## src/hdl/dfb_pkg.sv

```systemverilog
// dfb_pkg: shared types, codes and helpers for the draw filter batcher.
// No dependencies; imported by dfb_cell and draw_filter_batcher.
`default_nettype none
package dfb_pkg;

  localparam int unsigned DFB_MAX_OBJECTS = 64;
  localparam int unsigned SLOT_OUT_W      = 6;

  localparam logic [1:0] CMD_LOAD   = 2'd0;
  localparam logic [1:0] CMD_DRAW   = 2'd1;
  localparam logic [1:0] CMD_FINISH = 2'd2;
  localparam logic [1:0] CMD_CLEAR  = 2'd3;

  localparam logic [1:0] KIND_DRAW  = 2'd0;
  localparam logic [1:0] KIND_BATCH = 2'd1;
  localparam logic [1:0] KIND_ERR   = 2'd2;
  localparam logic [1:0] KIND_ACK   = 2'd3;

  localparam logic [2:0] ERR_NONE     = 3'd0;
  localparam logic [2:0] ERR_BAD_OBJ  = 3'd1;
  localparam logic [2:0] ERR_UNKNOWN  = 3'd2;
  localparam logic [2:0] ERR_RESOURCE = 3'd3;
  localparam logic [2:0] ERR_MISMATCH = 3'd4;
  localparam logic [2:0] ERR_OVERFLOW = 3'd5;

  localparam logic [1:0] CFG_PHASE_EN     = 2'd0;
  localparam logic [1:0] CFG_PHASE_WANTED = 2'd1;
  localparam logic [1:0] CFG_LAYERS       = 2'd2;
  localparam logic [1:0] CFG_SHADOW_ONLY  = 2'd3;

  typedef enum logic [1:0] {
    S_IDLE,
    S_SCAN,
    S_OUT
  } state_t;

  // scan token handed cell to cell
  typedef struct packed {
    logic        hit;
    logic [31:0] mesh;
    logic [31:0] layers;
    logic        shadow;
    logic        free_found;
  } tok_t;

  // table write broadcast to all cells
  typedef struct packed {
    logic        en;
    logic [63:0] id;
    logic [31:0] mesh;
    logic [31:0] layers;
    logic        shadow;
  } wr_t;

  typedef struct packed {
    logic [1:0]  kind;
    logic [2:0]  error_code;
    logic [31:0] draw_idx;
    logic [5:0]  object_slot;
    logic [31:0] batch_mesh;
    logic [31:0] batch_material;
    logic [3:0]  batch_phase;
    logic [31:0] batch_first;
    logic [31:0] batch_count;
    logic        last;
  } res_t;

  function automatic res_t mk_simple(input logic [1:0] kind, input logic [2:0] code);
    res_t r;
    r            = '0;
    r.kind       = kind;
    r.error_code = code;
    r.last       = 1'b1;
    return r;
  endfunction

endpackage
`default_nettype wire

```

## src/hdl/dfb_cell.sv

```systemverilog
// dfb_cell: one object table entry and one stage of the lookup chain.
// Depends on dfb_pkg; instantiated in a row by draw_filter_batcher.
`default_nettype none
module dfb_cell
  import dfb_pkg::*;
#(
  parameter int unsigned SLOT_W = 6,
  parameter int unsigned IDX    = 0
) (
  input  wire               clk,
  input  wire               rst_n,
  input  wire               clr,
  input  wire  wr_t         wr_i,
  input  wire  [SLOT_W-1:0] wr_slot_i,
  input  wire  [63:0]       q_id_i,
  input  wire               tok_vld_i,
  input  wire  tok_t        tok_i,
  input  wire  [SLOT_W-1:0] hit_slot_i,
  input  wire  [SLOT_W-1:0] free_slot_i,
  output logic              tok_vld_o,
  output tok_t              tok_o,
  output logic [SLOT_W-1:0] hit_slot_o,
  output logic [SLOT_W-1:0] free_slot_o
);

  localparam logic [SLOT_W-1:0] MY_SLOT = SLOT_W'(IDX);

  logic              valid_r;
  logic [63:0]       id_r;
  logic [31:0]       mesh_r;
  logic [31:0]       layers_r;
  logic              shadow_r;
  logic              match;
  logic              wr_me;
  tok_t              tok_nxt;
  logic [SLOT_W-1:0] hit_slot_nxt;
  logic [SLOT_W-1:0] free_slot_nxt;

  assign match = valid_r && (id_r == q_id_i);
  assign wr_me = wr_i.en && (wr_slot_i == MY_SLOT);

  always_comb begin
    tok_nxt       = tok_i;
    hit_slot_nxt  = hit_slot_i;
    free_slot_nxt = free_slot_i;
    if (!tok_i.hit && match) begin
      tok_nxt.hit    = 1'b1;
      tok_nxt.mesh   = mesh_r;
      tok_nxt.layers = layers_r;
      tok_nxt.shadow = shadow_r;
      hit_slot_nxt   = MY_SLOT;
    end
    if (!tok_i.free_found && !valid_r) begin
      tok_nxt.free_found = 1'b1;
      free_slot_nxt      = MY_SLOT;
    end
  end

  always_ff @(posedge clk) begin
    if (!rst_n || clr) begin
      valid_r <= 1'b0;
    end else if (wr_me) begin
      valid_r <= 1'b1;
    end
  end

  always_ff @(posedge clk) begin
    if (wr_me) begin
      id_r     <= wr_i.id;
      mesh_r   <= wr_i.mesh;
      layers_r <= wr_i.layers;
      shadow_r <= wr_i.shadow;
    end
  end

  always_ff @(posedge clk) begin
    if (!rst_n) begin
      tok_vld_o <= 1'b0;
    end else begin
      tok_vld_o <= tok_vld_i;
    end
  end

  always_ff @(posedge clk) begin
    tok_o       <= tok_nxt;
    hit_slot_o  <= hit_slot_nxt;
    free_slot_o <= free_slot_nxt;
  end

endmodule
`default_nettype wire

```

## config.mk

```make
export PLATFORM = sky130hd
export DESIGN_NAME = dfb_cell
export DESIGN_NICKNAME = d
export VERILOG_FILES = /design/src/hdl/dfb_pkg.sv /design/src/hdl/dfb_cell.sv
export SDC_FILE = /design/constraint.sdc
export NUM_CORES = 1
export LEC_CHECK = 0
export BUFFER_PORTS_ARGS = -buffer_cell sky130_fd_sc_hd__buf_4
export CAP_MARGIN = 20
export CORE_ASPECT_RATIO = 0.5
export CORE_UTILIZATION = 25
export CTS_CLUSTER_SIZE = 12
export DETAILED_ROUTE_END_ITERATION = 8
export SLEW_MARGIN = 25
export SYNTH_ARGS = -nofsm -noshare
export SYNTH_HDL_FRONTEND = slang
export SYNTH_SLANG_ARGS = --single-unit
```

## constraint.sdc

```tcl
create_clock -name clk -period 24.5 [get_ports clk]
set_clock_uncertainty 0.15 [all_clocks]
set_input_delay 3.675 -clock clk [delete_from_list [all_inputs] [get_ports clk]]
set_output_delay 3.675 -clock clk [all_outputs]
set_load 0.1 [all_outputs]
```

==> flow_summary_export.csv, run 1 <==
group,metric,value,unit
worst_setup_path,critPathArrivalTime,6.50,ns
clock_tree,worst_skew_pair.late_latency,0.52,ns
detailed_routing,dr.pass1.iters,4,
clock_tree,clkTransAtPathRegs,0.06,ns
worst_setup_path,startpoint_type,"primary input",
yosys,async_flop_share,0,
job,cap_violations,0,
clock_tree,cts_root_buffer,"clkbuf_16",
yosys,synth_warnings,0,
floorplanning,dieArea,30600,µm²
worst_setup_path,critPathCaptureType,"flip-flop",
worst_setup_path,path_class,"in2reg",
detailed_routing,antenna_left,0,
final_layout,syn_to_final_growth,50.6,%
timing,drv_slew,0,
grt,grt_antenna_before_repair,2,
min_path,min_from,"layers_r[6]",
clock_tree,cts_tree,"built",
place,dpl_cell_area,10600,µm²
worst_setup_path,crit_fanout,54,
place,portBuffers,362,
timing,setup_tns,0,ns
detailed_routing,wl_per_cell,18.2,µm
yosys,yosysTopAreaCellShare,0.520,
yosys,synth_common_cells,"edfxtp_1 (129), dfxtp_1 (81), mux2_4 (63)",
yosys,synth-seq-area-share,0.737,
power_and_ir_drop,peakVddDrop,36.0,µV
yosys,synth_edf_count,129,
clock_tree,cts_buffer_depth,3,
clock_tree,cts_htree_levels,1,
floorplanning,fp.dieH,124,µm
yosys,synth.area.top_cells,"edfxtp_1 (52%), dfxtp_1 (22%), mux2_4 (13%)",
clock_tree,postCtsSetupBuffers,0,
grt,grt_pass1_vias,4771,
floorplanning,ioPinCount,363,
place,gp_congestion,0.857,
power_and_ir_drop,power_density,72.9,nW/µm²
timing,min_period,6.25,ns
grt,gr-usage-all-layers,0.132,
yosys,yosysTopAreaCell,"edfxtp_1",
place,hpwlAfterDp,16900,µm
yosys,synthesis.area,7450,µm²
yosys,syn_inst,397,
yosys,synth_cell_types,29,
floorplanning,rows,44,
min_path,hp-class,"reg2reg",
grt,grt_pass1_wl,29100,µm
timing,worst_pin_slew,0.923,ns
floorplanning,fp.coreArea,29200,µm²
yosys,syn_avg_cell_area,18.8,µm²
worst_setup_path,required,24.75,ns
floorplanning,initial_core_util,0.255,
clock_tree,cts_hold_buf,0,
clock_tree,cts.sinks,210,
power_and_ir_drop,leakagePower,4.78,nW
detailed_routing,route.detailed.drc,0,
detailed_routing,drt_iter0_markers,147,
final_layout,num-fill-cells,2791,
timing,final_hold_viol_count,0,
yosys,ys.flop_type,"edfxtp_1",
yosys,synth_nets,680,
status,outcome,"completed",
timing,fmax,0.160,GHz
final_layout,multi_input_area,1790,µm²
final_layout,fin_nets,1061,
detailed_routing,avgViaCountPerCell,3.92,
timing,rsz0062_at_grt,"no",
clock_tree,cts-buffers-inserted,22,
timing,slew_headroom,0.385,
worst_setup_path,crit_start,"q_id_i[0]",
floorplanning,die_x,246,µm
clock_tree,ctsResizeCount,0,
detailed_routing,vias,4652,
timing,setup_viol,0,
yosys,yosysMostFrequentCell,"edfxtp_1",
final_layout,layout-drive-gt1-share,0.581,
grt,grt_overflow,0,
timing,finalCritPeriodShare,0.255,
grt,grt_max_degree,68,
detailed_routing,totalWireLength,21600,µm
final_layout,fin_area,11200,µm²
yosys,ys_seq_elements,210,
final_layout,seq_area,5500,µm²
worst_setup_path,reg2reg_from,"id_r[0]",
==> layer usage <==
layer  vias up  routed length (µm)  track usage
li1       2225                   -            -
met5         -                   0            0
met4         0                 529       0.0435
met3        30                 786       0.0250
met1      2307                7950        0.147
met2        90               12400        0.253
==> area by class of cell <==
class,count,area share
Antenna cell,2,0.000446
Multi-Input combinational cell,170,0.160
Timing Repair Buffer,365,0.244
Clock buffer,37,0.0577
Inverter,9,0.00301
Sequential cell,210,0.489
Clock inverter,2,0.00223
Tap cell,391,0.0436
==> cells in the final DEF (no fill, tap or decap), types with 2 or more instances in the layout <==
cell type	count
nand4_1	13
inv_1	9
xnor2_1	50
nand2_1	2
clkbuf_16	23
nor2_1	2
nor2b_1	6
dfxtp_1	81
mux2_4	63
o22ai_1	2
clkbuf_8	2
xor2_1	6
clkbuf_1	12
edfxtp_1	129
nor4_1	3
diode_2	2
nor4_2	2
mux2_2	2
buf_4	365
and2_1	7
==> metrics by stage <==
| step | hold WS [ns] | instances | total power (W) | util | setup WS, ns |
|---|---|---|---|---|---|
| 6_report | 0.316 | 1186 | 0.000819 | 0.385 | 18.25 |
| 5_1_grt | 0.313 | 1186 | 0.000848 | 0.385 | 18.10 |
| 4_1_cts | 0.304 | 1184 | 0.000832 | 0.385 | 18.21 |
| 3_5_place_dp | 0.308 | 1145 | 0.000509 | 0.362 | 17.66 |
| 3_3_place_gp | 0.304 | 1145 | 0.000508 | 0.362 | 17.74 |
| 2_1_floorplan | 0.247 | 397 | 0.000458 | - | 6.84 |
==> critical path, cell delays in order <==
cell	delay, ns
buf_4	0.11
xnor2_1	0.18
nand4_1	0.14
nor4_1	0.49
nand4_1	0.15
or4_4	0.79
buf_4	0.51
mux2_4	0.41
==> cells by family (layout without fill, tap and decap cells) <==
logic type             count (synthesis)  after routing  synth area share
AO/OA/AOI/OAI                          8              8           0.00906
multiplexers                          65             65             0.130
XOR/XNOR                              56             56            0.0658
other                                  0              2                 0
flip-flops                           210            210             0.737
buffers and inverters                 17            413            0.0237
AND/OR/NAND/NOR                       41             41            0.0344
==> power breakdown <==
| part | internal, W | switching [W] | total, W |
|---|---|---|---|
| combinational | 0.0000477 | 0.0000668 | 0.000114 |
| sequential | 0.000383 | 0.00000281 | 0.000386 |
| clock | 0.000181 | 0.000138 | 0.000318 |
| total | 0.000611 | 0.000207 | 0.000819 |
==> sequential cells by signal, indices dropped and copies added (netlist names) <==
register	flops
tok_o	67
id_r	64
layers_r	32
mesh_r	32
free_slot_o	6
hit_slot_o	6
shadow_r	1
tok_vld_o	1
valid_r	1
==> path summary, 6_finish.rpt <==
path | slack, ns | cells past startpoint | end
hold reg to reg | 0.32 | 1 | tok_o[8]
setup reg to reg | 21.14 | 7 | tok_o[2]
setup / recovery | 18.25 | 8 | tok_o[2]
hold / removal | 0.32 | 1 | tok_o[8]
Note: power is estimated with default switching activity, not from simulation.
==> inputs of run 2 (changes only) <==
--- a/config.mk
+++ b/config.mk
@@ -5,6 +5,7 @@
 export SDC_FILE = /design/constraint.sdc
 export NUM_CORES = 1
 export LEC_CHECK = 0
+export ABC_AREA = 1
 export BUFFER_PORTS_ARGS = -buffer_cell sky130_fd_sc_hd__buf_4
 export CAP_MARGIN = 20
 export CORE_ASPECT_RATIO = 0.5
==> constraint.sdc (replaced) <==
create_clock -name clk -period 5.9 [get_ports clk]
set_clock_uncertainty 0.15 [all_clocks]
set_input_delay 0.885 -clock clk [delete_from_list [all_inputs] [get_ports clk]]
set_output_delay 0.885 -clock clk [all_outputs]
set_load 0.1 [all_outputs]
==> run 2 against run 1 <==
Net effect: non-clock buffer count is 2 higher; final cell count is 30% higher; global-route usage is 2.4 points higher; clock power grew to 4.1 times the previous value; sequential power grew to 4.1 times the previous value; core utilization is 0.66 points lower; design area is 3.7% higher; flip-flop and latch count stayed put; via count is 38% higher; critical path type unchanged; synthesized area is 6.8% higher; clock-buffer cell count is 1 higher.
==> flow_summary_export.csv, run 2 <==
group,metric,value,unit
status,outcome,"completed",
yosys,yosysTopAreaCell,"edfxtp_1",
yosys,synth_nets,1025,
final_layout,final_cell_mix,"buf_4 (367), nand2_1 (248), edfxtp_1 (129), inv_1 (84), dfxtp_1 (81)",
timing,worst_pin_slew,0.844,ns
final_layout,biggestRegsByFlops,"tok_o x67, id_r x64",
place,dp_cells,1504,
clock_tree,postCtsSetupBuffers,0,
floorplanning,ioPinCount,363,
worst_setup_path,critical-path-max-stage-delay,0.79,ns
final_layout,largest_reg_flops,67,
yosys,ys_seq_elements,210,
timing,final_hold_viol_count,0,
grt,grt_max_degree,73,
yosys,synth_edf_count,129,
grt,grt_antenna_before_repair,0,
worst_setup_path,critPathArrivalTime,3.51,ns
timing,drv_slew,0,
worst_setup_path,slowest_stage,"nand3_4",
detailed_routing,avgViaCountPerCell,4.15,
yosys,synth_cell_types,22,
place,hpwlAfterDp,20700,µm
floorplanning,fp.dieH,128,µm
power_and_ir_drop,peakVddDrop,154,µV
clock_tree,cts_hold_buf,0,
timing,rsz0062_at_grt,"no",
detailed_routing,vias,6400,
detailed_routing,totalWireLength,26500,µm
detailed_routing,route.detailed.drc,0,
grt,grt_pass1_vias,6556,
clock_tree,worst_skew_pair.late_latency,0.50,ns
power_and_ir_drop,leakagePower,5.42,nW
clock_tree,cts_tree,"built",
yosys,yosysTopAreaCellShare,0.486,
detailed_routing,drt_iter0_markers,458,
floorplanning,dieArea,32600,µm²
timing,fmax,0.305,GHz
detailed_routing,wl_per_cell,17.2,µm
place,portBuffers,362,
timing,finalCritPeriodShare,0.555,
clock_tree,ctsResizeCount,0,
worst_setup_path,path_cells,"buf_4 > nor2_1 > nor2_1 > nor2_1 > nand2_1 > nor2_1 > nand2_1 > nor2_4 > buf_4 > nand3_4 > nand2_1 > nand2_1",
floorplanning,fp.coreArea,30800,µm²
worst_setup_path,startpoint_type,"primary input",
worst_setup_path,cp_top_family,"simple AND/OR/NAND/NOR gates",
final_layout,fin_nets,1388,
power_and_ir_drop,power_density,291,nW/µm²
clock_tree,clkTransAtPathRegs,0.06,ns
detailed_routing,dr.pass1.iters,5,
clock_tree,cts_root_buffer,"clkbuf_16",
floorplanning,rows,45,
timing,setup_viol,0,
yosys,async_flop_share,0,
floorplanning,die_x,254,µm
clock_tree,cts_buffer_depth,3,
clock_tree,cts_htree_levels,1,
yosys,synthesis.area,7960,µm²
worst_setup_path,path_class,"in2reg",
worst_setup_path,required,6.14,ns
final_layout,num-fill-cells,3075,
final_layout,layout.cells.non_filler,1544,
final_layout,layout-drive-gt1-share,0.357,
grt,grt_overflow,0,
job,cap_violations,0,
yosys,syn_inst,742,
floorplanning,initial_core_util,0.259,
yosys,yosysMostFrequentCell,"nand2_1",
place,gp_congestion,0.900,
clock_tree,cts.sinks,210,
timing,min_period,3.27,ns
yosys,syn_avg_cell_area,10.7,µm²
timing,slew_headroom,0.437,
final_layout,regMostFlops,"tok_o",
yosys,synth_common_cells,"nand2_1 (248), edfxtp_1 (129), inv_1 (84)",
worst_setup_path,critPathCaptureType,"flip-flop",
timing,setup_tns,0,ns
final_layout,layout_commonest_cell,"buf_4",
final_layout,diodes,0,
clock_tree,cts-buffers-inserted,22,
grt,grt_pass1_wl,37900,µm
yosys,synth-seq-area-share,0.690,
yosys,synth.area.top_cells,"edfxtp_1 (49%), dfxtp_1 (20%), nand2_1 (12%)",
min_path,hp-class,"reg2reg",
final_layout,syn_to_final_growth,46.3,%
worst_setup_path,critPathBufInv,2,
grt,gr-usage-all-layers,0.155,
worst_setup_path,crit_fanout,72,
detailed_routing,antenna_left,0,
yosys,synth_warnings,0,
yosys,ys.flop_type,"edfxtp_1",
[run 2: changes by cell type in the layout (fill, tap and decap cells not counted), moves of 3 or more]
cell	before	now
o21ai_0	0	15
nand4_1	13	65
nor2b_1	6	0
xnor2_1	50	11
nor2_4	0	3
and2_1	7	0
nor2_1	2	63
nand2_1	2	248
inv_1	9	84
mux2_4	63	0
xor2_1	6	1
o21ai_1	0	3
[run 2: worst reg2reg max path, stage by stage, from the launching register on]
cell      delay (ns)
edfxtp_1        0.39
nor2_1          0.10
nor2_1          0.05
nor2_1          0.10
nand2_1         0.06
nor2_1          0.21
nand2_1         0.13
nor2_4          0.11
buf_4           0.54
nand3_4         0.82
nand2_1         0.34
nand2_1         0.08
[run 2: path summary, 6_finish.rpt]
check / from / to / slack (ns) / cells past startpoint
max: q_id_i[42] / tok_o[2] / 2.63 / 12
max reg2reg: id_r[42] / tok_o[2] / 2.72 / 11
min reg2reg: mesh_r[16] / tok_o[50] / 0.34 / 2
min: mesh_r[16] / tok_o[50] / 0.34 / 2
[run 2: cell type report]
cell class / count / area, µm² / area share
flip-flops and latches: 210 / 5500 / 0.472
repair buffers: 367 / 2760 / 0.237
multi-input cells: 420 / 1890 / 0.162
clock buffers: 38 / 652 / 0.0560
well taps: 423 / 529 / 0.0454
inverters: 84 / 315 / 0.0271
clock inverters: 2 / 13.8 / 0.00118
[run 2: stage by stage]
step / hold WS (ns) / util / cell area [µm²] / worst slack, ns / total power [W]
finish: 0.339 / 0.378 / 11600 / 2.63 / 0.00339
global route: 0.366 / 0.378 / 11600 / 2.26 / 0.00351
CTS: 0.339 / 0.378 / 11600 / 2.58 / 0.00343
detailed placement: 0.332 / 0.357 / 11000 / 2.05 / 0.00211
global placement: 0.327 / 0.357 / 11000 / 2.06 / 0.00211
floorplan: 0.318 / - / 7960 / 1.07 / 0.00189
[run 2: power breakdown]
part           switching [W]  total (W)  internal [W]  leakage (nW)
clock network       0.000559    0.00131      0.000749         0.322
logic               0.000297   0.000474      0.000177          3.25
registers          0.0000137    0.00160       0.00159          1.84
total               0.000870    0.00339       0.00252          5.42
[run 2: kinds of logic after synthesis]
| kind of cell | synth area share |
|---|---|
| AND/OR/NAND/NOR | 0.208 |
| flip-flops | 0.690 |
| buffers and inverters | 0.0735 |
| AO/OA/AOI/OAI | 0.0149 |
| XOR/XNOR | 0.0132 |
[run 2: layer usage]
metal  GRT usage  routed length (µm)
met1       0.179               10200
met2       0.293               14500
met3      0.0225                 890
met4      0.0546                 894
met5           0                   0
==> inputs of run 3 (changes only) <==
==> constraint.sdc (replaced) <==
create_clock -name clk -period 3.13 [get_ports clk]
set_clock_uncertainty 0.15 [all_clocks]
set_input_delay 0.4695 -clock clk [delete_from_list [all_inputs] [get_ports clk]]
set_output_delay 0.4695 -clock clk [all_outputs]
set_load 0.1 [all_outputs]
==> run 3 against run 2 <==
Net effect: total power rose by 97%; non-clock buffer count rose by 187; via count rose by 13%; combinational power rose by 130%; hold slack got worse by 0.32 ns; design area rose by 17%; sequential power rose by 89%; worst setup slack got worse by 1.8 ns; flip-flop and latch count did not move; final cell count rose by 12%; critical path type is now reg2reg; highest routed layer unchanged.
==> flow_summary_export.csv, run 3 (synthesized netlist as in run 2, its figures left out) <==
group,metric,value,unit
floorplanning,rows,45,
worst_setup_path,critical-path-max-stage-delay,0.61,ns
worst_setup_path,crit_top_cell,"nor2_1",
clock_tree,clkTransAtPathRegs,0.07,ns
worst_setup_path,endpoint,"tok_o[41]",
clock_tree,cts-buffers-inserted,22,
worst_setup_path,ff2ff_setup_slack,0.84,ns
detailed_routing,wl_per_cell,15.9,µm
clock_tree,cts_htree_levels,1,
worst_setup_path,critPathArrivalTime,2.58,ns
timing,setup_tns,0,ns
worst_setup_path,crit_start,"id_r[24]",
worst_setup_path,path_class,"reg2reg",
final_layout,regMostFlops,"tok_o",
final_layout,fin_nets,1575,
final_layout,biggestRegsByFlops,"tok_o x67, id_r x64",
floorplanning,ioPinCount,363,
final_layout,utilization,0.441,
detailed_routing,drt_iter0_markers,365,
detailed_routing,route.detailed.drc,0,
power_and_ir_drop,power,0.00668,W
worst_setup_path,reg2reg_from,"id_r[24]",
timing,final_hold_viol_count,0,
detailed_routing,avgViaCountPerCell,4.17,
place,dpl_cell_area,11000,µm²
min_path,hp-class,"in2reg",
worst_setup_path,required,3.42,ns
place,gp_congestion,0.884,
place,hpwlAfterDp,19500,µm
final_layout,layout-drive-gt1-share,0.308,
detailed_routing,topRoutingLayerUsed,"met4",
detailed_routing,dr.pass1.iters,5,
power_and_ir_drop,peakVddDrop,306,µV
detailed_routing,wl_met1,10200,µm
detailed_routing,wl_met2,15000,µm
worst_setup_path,crit_fanout,65,
timing,fmax,0.436,GHz
grt,grt_pass1_vias,7663,
clock_tree,worst_skew_pair.late_latency,0.50,ns
timing,drv_slew,0,
worst_setup_path,reg2regPathDepth,10,
floorplanning,initial_core_util,0.259,
status,outcome,"completed",
grt,grt_pass1_wl,41000,µm
worst_setup_path,startpoint_type,"flip-flop",
final_layout,syn_to_final_growth,70.6,%
floorplanning,dieArea,32600,µm²
timing,setup_viol,0,
floorplanning,die_x,254,µm
worst_setup_path,path_cells,"nor2_1 > nor2_1 > nor2_1 > nand2_1 > nor2_1 > nand2_1 > nor2_4 > buf_4 > nand4_1 > nand2_1",
clock_tree,postCtsSetupBuffers,0,
place,portBuffers,362,
detailed_routing,vias,7243,
worst_setup_path,critPathCaptureType,"flip-flop",
grt,gr-usage-all-layers,0.164,
detailed_routing,antenna_left,0,
job,cap_violations,0,
clock_tree,cts_tree,"built",
clock_tree,cts_root_buffer,"clkbuf_16",
clock_tree,cts_buffer_depth,3,
detailed_routing,totalWireLength,27700,µm
clock_tree,ctsResizeCount,0,
final_layout,num-fill-cells,2876,
final_layout,largest_reg_flops,67,
timing,min_period,2.29,ns
place,dp_slack,0.690,ns
final_layout,fin_area,13600,µm²
clock_tree,cts_hold_buf,185,
grt,grt_antenna_before_repair,2,
floorplanning,fp.coreArea,30800,µm²
timing,finalCritPeriodShare,0.733,
timing,worst_pin_slew,0.779,ns
detailed_routing,route.met3.wl,1120,µm
timing,finalWorstSetupSlack,0.837,ns
grt,grt_max_degree,101,
power_and_ir_drop,power_density,491,nW/µm²
timing,slew_headroom,0.481,
clock_tree,cts.sinks,210,
floorplanning,fp.dieH,128,µm
worst_setup_path,slowest_stage,"buf_4",
power_and_ir_drop,leakagePower,6.22,nW
grt,grt_overflow,0,
timing,rsz0062_at_grt,"no",
final_layout,final_cell_mix,"buf_4 (367), nand2_1 (248), dlygate4sd3_1 (185), edfxtp_1 (129), inv_1 (84)",
final_layout,layout_commonest_cell,"buf_4",
worst_setup_path,r2r-end,"tok_o[41]",
[run 3: power breakdown]
part | internal (W) | switching (W)
Clock | 0.00150 | 0.00106
Sequential | 0.00300 | 0.0000231
Combinational | 0.000484 | 0.000612
Total | 0.00498 | 0.00170
[run 3: critical path, delay by kind of cell (launching register included)]
| family | cells | cell delay (ns) |
|---|---|---|
| and+or+nand+nor | 9 | 1.04 |
| DFF | 1 | 0.39 |
| buffers and inverters | 1 | 0.61 |
[run 3: per-stage QoR]
step	instances	hold slack (ns)
final	1736	0.0204
after global routing	1733	0.0145
after CTS	1731	0.000273
after detailed placement	1506	0.329
after global placement	1506	0.324
after floorplan	742	0.318
[run 3: final cells by class]
cell class / count / area (µm²) / area share
Antenna cell: 5 / 12.5 / 0.000921
Sequential cell: 210 / 5500 / 0.404
Multi-Input combinational cell: 420 / 1890 / 0.139
Tap cell: 423 / 529 / 0.0390
Inverter: 84 / 315 / 0.0232
Clock inverter: 1 / 3.75 / 0.000276
Timing Repair Buffer: 554 / 4650 / 0.342
Clock buffer: 39 / 697 / 0.0513
[run 3: per-layer routing]
| metal | GRT usage | vias to the layer above |
|---|---|---|
| met5 | 0 | - |
| met4 | 0.0783 | 0 |
| met3 | 0.0278 | 80 |
| met2 | 0.308 | 214 |
| met1 | 0.179 | 3410 |
| li1 | - | 3539 |
[run 3: worst min path at each step]
stage	end	from	cells past startpoint	slack, ns
3_5_place_dp	tok_o[56]	mesh_r[22]	2	0.33
4_1_cts	tok_o[11]	tok_i[11]	3	0.0003
3_3_place_gp	tok_o[50]	mesh_r[16]	2	0.32
6_report	tok_o[40]	tok_i[40]	3	0.02
5_1_grt	tok_o[32]	tok_i[32]	3	0.01
2_1_floorplan	tok_o[15]	layers_r[13]	2	0.32
